File: src/design/msa_pkg.sv
package msa_pkg;

  localparam int SAMPLE_W  = 10;
  localparam int CHAN_W    = 3;
  localparam int MUX_W     = 5;
  localparam int TABLE_LEN = 8;
  localparam int COUNT_W   = 4;
  localparam int TABLE_W   = MUX_W * TABLE_LEN;
  localparam int CFG_IDX_W = 1;

  // Configuration register indexes.
  localparam logic [CFG_IDX_W-1:0] REG_CHANNEL_COUNT = 1'b0;
  localparam logic [CFG_IDX_W-1:0] REG_MUX_TABLE     = 1'b1;

  localparam logic [COUNT_W-1:0] CHANNEL_COUNT_RESET = 4'd1;

  // One sample word in the queue between front and back, tagged with
  // whether it closes the averaging window.
  typedef struct packed {
    logic                last;
    logic [SAMPLE_W-1:0] sample;
  } item_t;

  // One result word.
  typedef struct packed {
    logic [MUX_W-1:0]    mux_select;
    logic                average_valid;
    logic [CHAN_W-1:0]   average_channel;
    logic [SAMPLE_W-1:0] average_value;
  } result_t;

  typedef struct packed {
    logic [COUNT_W-1:0] channel_count;
    logic [TABLE_W-1:0] mux_table;
  } cfg_t;

  function automatic logic [MUX_W-1:0] mux_code(input logic [TABLE_W-1:0] tbl,
                                                input logic [CHAN_W-1:0]  idx);
    mux_code = tbl[idx * MUX_W +: MUX_W];
  endfunction

endpackage

File: src/design/msa_fifo.sv
module msa_fifo #(
  parameter int WIDTH = 8,
  parameter int DEPTH = 2
) (
  input  logic             clk,
  input  logic             rst,
  input  logic             push,
  input  logic [WIDTH-1:0] wdata,
  output logic             full,
  input  logic             pop,
  output logic [WIDTH-1:0] rdata,
  output logic             empty
);

  localparam int PW = (DEPTH > 1) ? $clog2(DEPTH) : 1;
  localparam int CW = $clog2(DEPTH + 1);

  logic [WIDTH-1:0] mem [DEPTH];
  logic [PW-1:0]    wr_ptr;
  logic [PW-1:0]    rd_ptr;
  logic [CW-1:0]    count;
  logic             do_push;
  logic             do_pop;

  assign full    = (count == CW'(DEPTH));
  assign empty   = (count == '0);
  assign do_push = push && !full;
  assign do_pop  = pop && !empty;
  assign rdata   = mem[rd_ptr];

  always_ff @(posedge clk) begin
    if (do_push) begin
      mem[wr_ptr] <= wdata;
    end
  end

  always_ff @(posedge clk) begin
    if (rst) begin
      wr_ptr <= '0;
      rd_ptr <= '0;
      count  <= '0;
    end else begin
      if (do_push) begin
        wr_ptr <= (wr_ptr == PW'(DEPTH - 1)) ? '0 : wr_ptr + 1'b1;
      end
      if (do_pop) begin
        rd_ptr <= (rd_ptr == PW'(DEPTH - 1)) ? '0 : rd_ptr + 1'b1;
      end
      case ({do_push, do_pop})
        2'b10:   count <= count + 1'b1;
        2'b01:   count <= count - 1'b1;
        default: count <= count;
      endcase
    end
  end

endmodule

File: src/design/msa_front.sv
module msa_front import msa_pkg::*; #(
  parameter int SAMPLE_SHIFT = 4,
  parameter int DEPTH        = 2
) (
  input  logic                clk,
  input  logic                rst,
  input  logic                push,
  input  logic [SAMPLE_W-1:0] sample,
  output logic                full,
  input  logic                q_pop,
  output item_t               q_item,
  output logic                q_empty
);

  localparam int CNT_W = SAMPLE_SHIFT + 1;
  localparam logic [CNT_W-1:0] CNT_LAST = CNT_W'((1 << SAMPLE_SHIFT) - 1);

  logic [CNT_W-1:0] sample_count;
  logic             accept;
  item_t            item;

  assign accept      = push && !full;
  assign item.last   = (sample_count == CNT_LAST);
  assign item.sample = sample;

  // The window position is known at the input, so the back end only has to
  // act on the tag.
  always_ff @(posedge clk) begin
    if (rst) begin
      sample_count <= '0;
    end else if (accept) begin
      sample_count <= item.last ? '0 : sample_count + 1'b1;
    end
  end

  msa_fifo #(
    .WIDTH ($bits(item_t)),
    .DEPTH (DEPTH)
  ) u_queue (
    .clk   (clk),
    .rst   (rst),
    .push  (push),
    .wdata (item),
    .full  (full),
    .pop   (q_pop),
    .rdata (q_item),
    .empty (q_empty)
  );

endmodule

File: src/design/msa_back.sv
module msa_back import msa_pkg::*; #(
  parameter int SAMPLE_SHIFT = 4,
  parameter int MAX_CHANNELS = 8
) (
  input  logic    clk,
  input  logic    rst,
  input  cfg_t    cfg,
  input  item_t   q_item,
  input  logic    q_empty,
  output logic    q_pop,
  input  logic    res_full,
  output logic    res_push,
  output result_t res
);

  localparam int ACC_W = SAMPLE_W + SAMPLE_SHIFT;
  localparam logic [COUNT_W-1:0] MAX_COUNT = COUNT_W'(MAX_CHANNELS);

  logic [ACC_W-1:0]   accumulator;
  logic [ACC_W-1:0]   sum;
  logic [CHAN_W-1:0]  channel_index;
  logic [CHAN_W-1:0]  channel_index_next;
  logic [CHAN_W-1:0]  index_after;
  logic [COUNT_W-1:0] index_inc;
  logic [COUNT_W-1:0] eff_count;

  assign q_pop    = !q_empty && !res_full;
  assign res_push = q_pop;
  assign sum      = accumulator + ACC_W'(q_item.sample);

  // A count of zero scans channel 0 only; a count above the limit is clamped.
  always_comb begin
    eff_count = cfg.channel_count;
    if (eff_count == '0) begin
      eff_count = COUNT_W'(1);
    end
    if (eff_count > MAX_COUNT) begin
      eff_count = MAX_COUNT;
    end
    index_inc          = {1'b0, channel_index} + 1'b1;
    channel_index_next = (index_inc >= eff_count) ? '0 : index_inc[CHAN_W-1:0];
    index_after        = q_item.last ? channel_index_next : channel_index;
  end

  always_comb begin
    res.mux_select      = mux_code(cfg.mux_table, index_after);
    res.average_valid   = q_item.last;
    res.average_channel = q_item.last ? channel_index : '0;
    res.average_value   = q_item.last ? sum[SAMPLE_SHIFT +: SAMPLE_W] : '0;
  end

  always_ff @(posedge clk) begin
    if (rst) begin
      accumulator   <= '0;
      channel_index <= '0;
    end else if (q_pop) begin
      accumulator   <= q_item.last ? '0 : sum;
      channel_index <= index_after;
    end
  end

endmodule

File: src/design/multichannel_adc_scan_averager.sv
// Channel   Ports                                   Handshake
// input     sample                                  push / full
// result    mux_select, average_valid,              empty / pop
//           average_channel, average_value
// config    cfg_index, cfg_data                     cfg_we
//
// One sample word is taken every cycle while full is low; each puts one result
// word on the result ports, registered first in the input queue and then in the
// result queue. The add and wrap of the channel index are combinational and
// do not hold back the flow.
// Reset clears the window count, the sum, the channel index and both queues,
// and loads channel_count with 1. When pop stays low the result queue fills,
// the back end stops draining, and full rises once the input queue is also full.
module multichannel_adc_scan_averager import msa_pkg::*; #(
  parameter int SAMPLE_SHIFT = 4,
  parameter int MAX_CHANNELS = 8
) (
  input  logic                 clk,
  input  logic                 rst,
  input  logic                 push,
  output logic                 full,
  input  logic [SAMPLE_W-1:0]  sample,
  output logic                 empty,
  input  logic                 pop,
  output logic [MUX_W-1:0]     mux_select,
  output logic                 average_valid,
  output logic [CHAN_W-1:0]    average_channel,
  output logic [SAMPLE_W-1:0]  average_value,
  input  logic                 cfg_we,
  input  logic [CFG_IDX_W-1:0] cfg_index,
  input  logic [TABLE_W-1:0]   cfg_data
);

  localparam int QUEUE_DEPTH = 2;

  cfg_t    cfg;
  item_t   q_item;
  logic    q_empty;
  logic    q_pop;
  logic    res_full;
  logic    res_push;
  result_t res_in;
  result_t res_out;

  always_ff @(posedge clk) begin
    if (rst) begin
      cfg.channel_count <= CHANNEL_COUNT_RESET;
      cfg.mux_table     <= '0;
    end else if (cfg_we) begin
      case (cfg_index)
        REG_CHANNEL_COUNT: cfg.channel_count <= cfg_data[COUNT_W-1:0];
        REG_MUX_TABLE:     cfg.mux_table     <= cfg_data;
        default:           cfg               <= cfg;
      endcase
    end
  end

  msa_front #(
    .SAMPLE_SHIFT (SAMPLE_SHIFT),
    .DEPTH        (QUEUE_DEPTH)
  ) u_front (
    .clk     (clk),
    .rst     (rst),
    .push    (push),
    .sample  (sample),
    .full    (full),
    .q_pop   (q_pop),
    .q_item  (q_item),
    .q_empty (q_empty)
  );

  msa_back #(
    .SAMPLE_SHIFT (SAMPLE_SHIFT),
    .MAX_CHANNELS (MAX_CHANNELS)
  ) u_back (
    .clk      (clk),
    .rst      (rst),
    .cfg      (cfg),
    .q_item   (q_item),
    .q_empty  (q_empty),
    .q_pop    (q_pop),
    .res_full (res_full),
    .res_push (res_push),
    .res      (res_in)
  );

  msa_fifo #(
    .WIDTH ($bits(result_t)),
    .DEPTH (QUEUE_DEPTH)
  ) u_result_queue (
    .clk   (clk),
    .rst   (rst),
    .push  (res_push),
    .wdata (res_in),
    .full  (res_full),
    .pop   (pop),
    .rdata (res_out),
    .empty (empty)
  );

  assign mux_select      = res_out.mux_select;
  assign average_valid   = res_out.average_valid;
  assign average_channel = res_out.average_channel;
  assign average_value   = res_out.average_value;

endmodule

File: config.mk
export PLATFORM = sky130hd
export DESIGN_NAME = multichannel_adc_scan_averager
export DESIGN_NICKNAME = d
export VERILOG_FILES = /design/src/design/msa_pkg.sv /design/src/design/msa_fifo.sv /design/src/design/msa_front.sv /design/src/design/msa_back.sv /design/src/design/multichannel_adc_scan_averager.sv
export SDC_FILE = /design/constraint.sdc
export NUM_CORES = 1
export LEC_CHECK = 0
export BUFFER_PORTS_ARGS = -buffer_cell sky130_fd_sc_hd__buf_2
export CAP_MARGIN = 30
export CELL_PAD_IN_SITES_DETAIL_PLACEMENT = 2
export CELL_PAD_IN_SITES_GLOBAL_PLACEMENT = 2
export CORE_ASPECT_RATIO = 0.6
export CORE_MARGIN = 3
export CORE_UTILIZATION = 39
export DETAILED_ROUTE_END_ITERATION = 10
export HOLD_SLACK_MARGIN = 0.06
export PLACE_DENSITY = 0.85
export REMOVE_ABC_BUFFERS = 1
export SYNTH_ARGS = -nofsm -noshare
export SYNTH_HDL_FRONTEND = slang
export SYNTH_HIERARCHICAL = 1
export SYNTH_SLANG_ARGS = --single-unit
File: constraint.sdc
create_clock -name clk -period 3.45 [get_ports clk]
set_input_delay 0.69 -clock clk [delete_from_list [all_inputs] [get_ports clk]]
set_output_delay 0.69 -clock clk [all_outputs]
set_load 0.05 [all_outputs]
==> summary.txt <==
Outcome
  • Status: complete, no violations

Timing
  • RSZ-0062 raised after global routing: no
  • Final min period: 3.37 ns
  • F_max: 297 MHz
  • Slew headroom: 43.0%
  • Number of max-slew violations in the final report: 0
  • # setup viols final: 0
  • Worst slew pin tran: 0.856 ns
  • Fin Setup TNS: 0 ns
  • Final Hold Vio Count: 0
  • Period Utilization, post-route: 97.6%
  • Setup Skew: 0.00928 ns

Routing
  • Vias per cell: 5.86
  • Drt initial violations: 456
  • Routed WL: 25.0 mm
  • TritonRoute pass-1 iters: 5
  • Routed length per placed instance: 28.0 µm
  • Vias: 5224
  • DRC violation count after routing: 0
  • Final antenna-violating net count: 0

Power and ir drop
  • VDD IR max: 0.000362 V
  • Pleak: 3.10 nW
  • P per Cell Area: 928 nW/µm²

Place
  • Dpl cells: 857
  • Hpwl dp: 14.3 mm
  • GP Congestion: 0.800
  • I/O Buffers: 76

Clock network
  • Worst-case clock buffer depth: 2
  • Clock latency on the worst-skew pair: 0.43 ns
  • Clock Sinks: 136
  • TritonCTS Buffers: 17
  • Post-cts hold buffer count: 0
  • CTS tree: built
  • CTS H-tree depth: 4
  • Clock slew at reported path FFs: 0.06 ns
  • Clock Tree Root: clkbuf_16

Setup path
  • Slowest CP cell: dfxtp_2
  • Worst R2R End: u_back/accumulator[6]
  • Crit Path Class: reg -> reg
  • Crit path buf inv count: 0
  • Crit path to: u_back/accumulator[6]
  • CP most frequent cell: a21oi_1
  • Worst R2R Setup Slack: 0.08 ns
  • Worst EP required: 3.79 ns
  • CP Max Fanout: 11
  • Crit. End Element: flop
  • CP arrival: 3.70 ns
  • R2R depth: 9
  • Crit-path max cell delay: 0.51 ns
  • Cell family with most CP delay: compound AO/OA/AOI/OAI gates
  • CP Depth: 9
  • Worst-path cell chain: mux2_2 -> ha_1 -> fa_1 -> a211oi_1 -> o21ai_0 -> a21oi_1 -> xnor2_1 -> nand3b_1 -> a21oi_1
  • Startpoint types: flop

Logic synthesis
  • Number of synthesized register bits: 136
  • Post-synth EDFFs: 60
  • Async SR Flop Fraction: 0%
  • Yosys Warn Count: 6
  • Post-Synthesis Cell Area: 6750 µm²
  • Dominant synthesized flop cell: dfxtp_1
  • Post-Syn Area per Cell: 11.6 µm²
  • Mapped Cells: 581
  • Distinct cells, synth: 62
  • Seq/Total Area, Yosys: 49.2%

Die
  • Die Wd: 176 µm
  • Initial Util: 40.7%
  • Die Ht: 108 µm
  • Die area: 19000 µm²
  • I/O Pins: 77
  • # rows: 36
  • CORE AREA: 16600 µm²

Hold path
  • Beginning of the worst hold path: sample[2]
  • HP Class: in -> reg

Cells and area
  • Nets: 726
  • N_diodes: 0
  • Most frequent cells in the layout: buf_2, dfxtp_1, edfxtp_1
  • Area Overhead vs Synth: 17.0%
  • Final Non-Filler Cells: 892
  • Fillers: 1672
  • Commonest non-fill, non-tap cell in the layout: buf_2
  • Share of layout cells above drive strength 1: 30.6%

Global routing
  • Tot GR Track Use: 26.7%
  • Initial antenna violation count: 0
  • Gr ovfl total: 0
  • Global-route wire length before repair: 37.5 mm
  • Largest net degree at the start of global routing: 61
  • Vias in the first global route: 5718

Flow run
  • Max_cap viols: 0
[flip-flops by register name, summed over array words and instances (netlist names), 2 cells and up, named ones only]
name	cells
u_result_queue/mem	38
u_back/channel_index	3
u_front/sample_count	5
u_front/u_queue/mem	22
u_front/u_queue/count	2
u_result_queue/count	2
cfg	44
u_back/accumulator	14
[how the worst min path moves through the flow]
stage                     cells past startpoint                   endpoint
after floorplan                               2      u_back/accumulator[0]
after global placement                        2      u_back/accumulator[0]
after detailed placement                      1    u_front/sample_count[4]
after CTS                                     1  u_front/u_queue/mem[0][7]
after global routing                          1  u_front/u_queue/mem[1][2]
final                                         1  u_front/u_queue/mem[1][2]
[through the flow]
step | worst slack [ns] | hold WS [ns] | instance area (µm²) | power [mW] | util [%]
after floorplan | 0.647 | 0.430 | 6490 | 4.21 | -
after global placement | 0.351 | 0.445 | 7240 | 4.84 | 43.7
after detailed placement | 0.0894 | 0.473 | 7240 | 5.09 | 43.7
after CTS | 0.00637 | 0.446 | 7860 | 7.27 | 47.4
after global routing | 0.0513 | 0.453 | 7900 | 7.58 | 47.6
final | 0.0818 | 0.461 | 7900 | 7.33 | 47.6
[cell usage after synthesis (8+ instances only)]
master    number  share of area [%]
a21bo_1       37                5.5
edfxtp_1      60                 27
buf_2         13               0.96
buf_6          9                1.5
mux2_2        28                4.7
inv_1         10               0.56
a21oi_1       19                1.4
nand3b_1      10                1.1
mux2i_1        9                1.3
nor2_1        29                1.6
dfxtp_1       76                 23
nand2b_1      14                1.3
ha_1          18                3.3
nand3_1       40                3.0
clkbuf_1       8               0.44
and2_1        14                1.3
o21ai_0        8               0.59
xnor2_1       12                1.6
a21oi_2       33                4.3
nand2_1       25                1.4
buf_4          8               0.89
[cells by family (layout without fill, tap and decap cells)]
kind of cell | count (synthesis) | count (layout) | share of synthesized area (%)
simple gates | 161 | 161 | 12.9
compound gates | 143 | 143 | 17.3
flops | 136 | 136 | 49.2
mux | 52 | 52 | 10.0
buf+inv | 51 | 134 | 4.52
fa+ha+maj | 19 | 19 | 3.63
xor+xnor | 19 | 19 | 2.46
[per-layer routing]
metal  global-route usage [%]  wire length, µm
met1                     32.3            10500
met2                     46.3            12400
met3                     5.18             1250
met4                     12.5              906
met5                        0                0
[report_power, final]
group          internal (mW)  switching, mW  total, mW  leakage, nW
combinational          0.934           2.10       3.03         1.60
sequential              2.10          0.236       2.34         1.19
clock                   1.19          0.763       1.96        0.309
[worst register-to-register path, stage by stage, from the launching register on]
cell and delay [ns]:
dfxtp_2 0.51, mux2_2 0.40, ha_1 0.26, fa_1 0.46
a211oi_1 0.39, o21ai_0 0.27, a21oi_1 0.39, xnor2_1 0.24
nand3b_1 0.13, a21oi_1 0.21
[area by class of cell]
| class | count | area, µm² | share of cell area [%] |
|---|---|---|---|
| Inverter | 12 | 45.0 | 0.570 |
| Clock buffer | 23 | 510 | 6.46 |
| Sequential cell | 136 | 3330 | 42.1 |
| Multi-Input combinational cell | 394 | 3130 | 39.7 |
| Timing Repair Buffer | 90 | 488 | 6.18 |
| Clock inverter | 9 | 108 | 1.36 |
| Tap cell | 228 | 285 | 3.61 |
[repair_timing]
action / CTS / global route
hold endpoints to repair: 0 / 0
gates resized for setup: 1 / 3
buffers inserted: 0 / 3
endpoints found under the setup margin: 10 / 17
pin swaps: 0 / 1
Note: power is estimated with default switching activity, not from simulation.
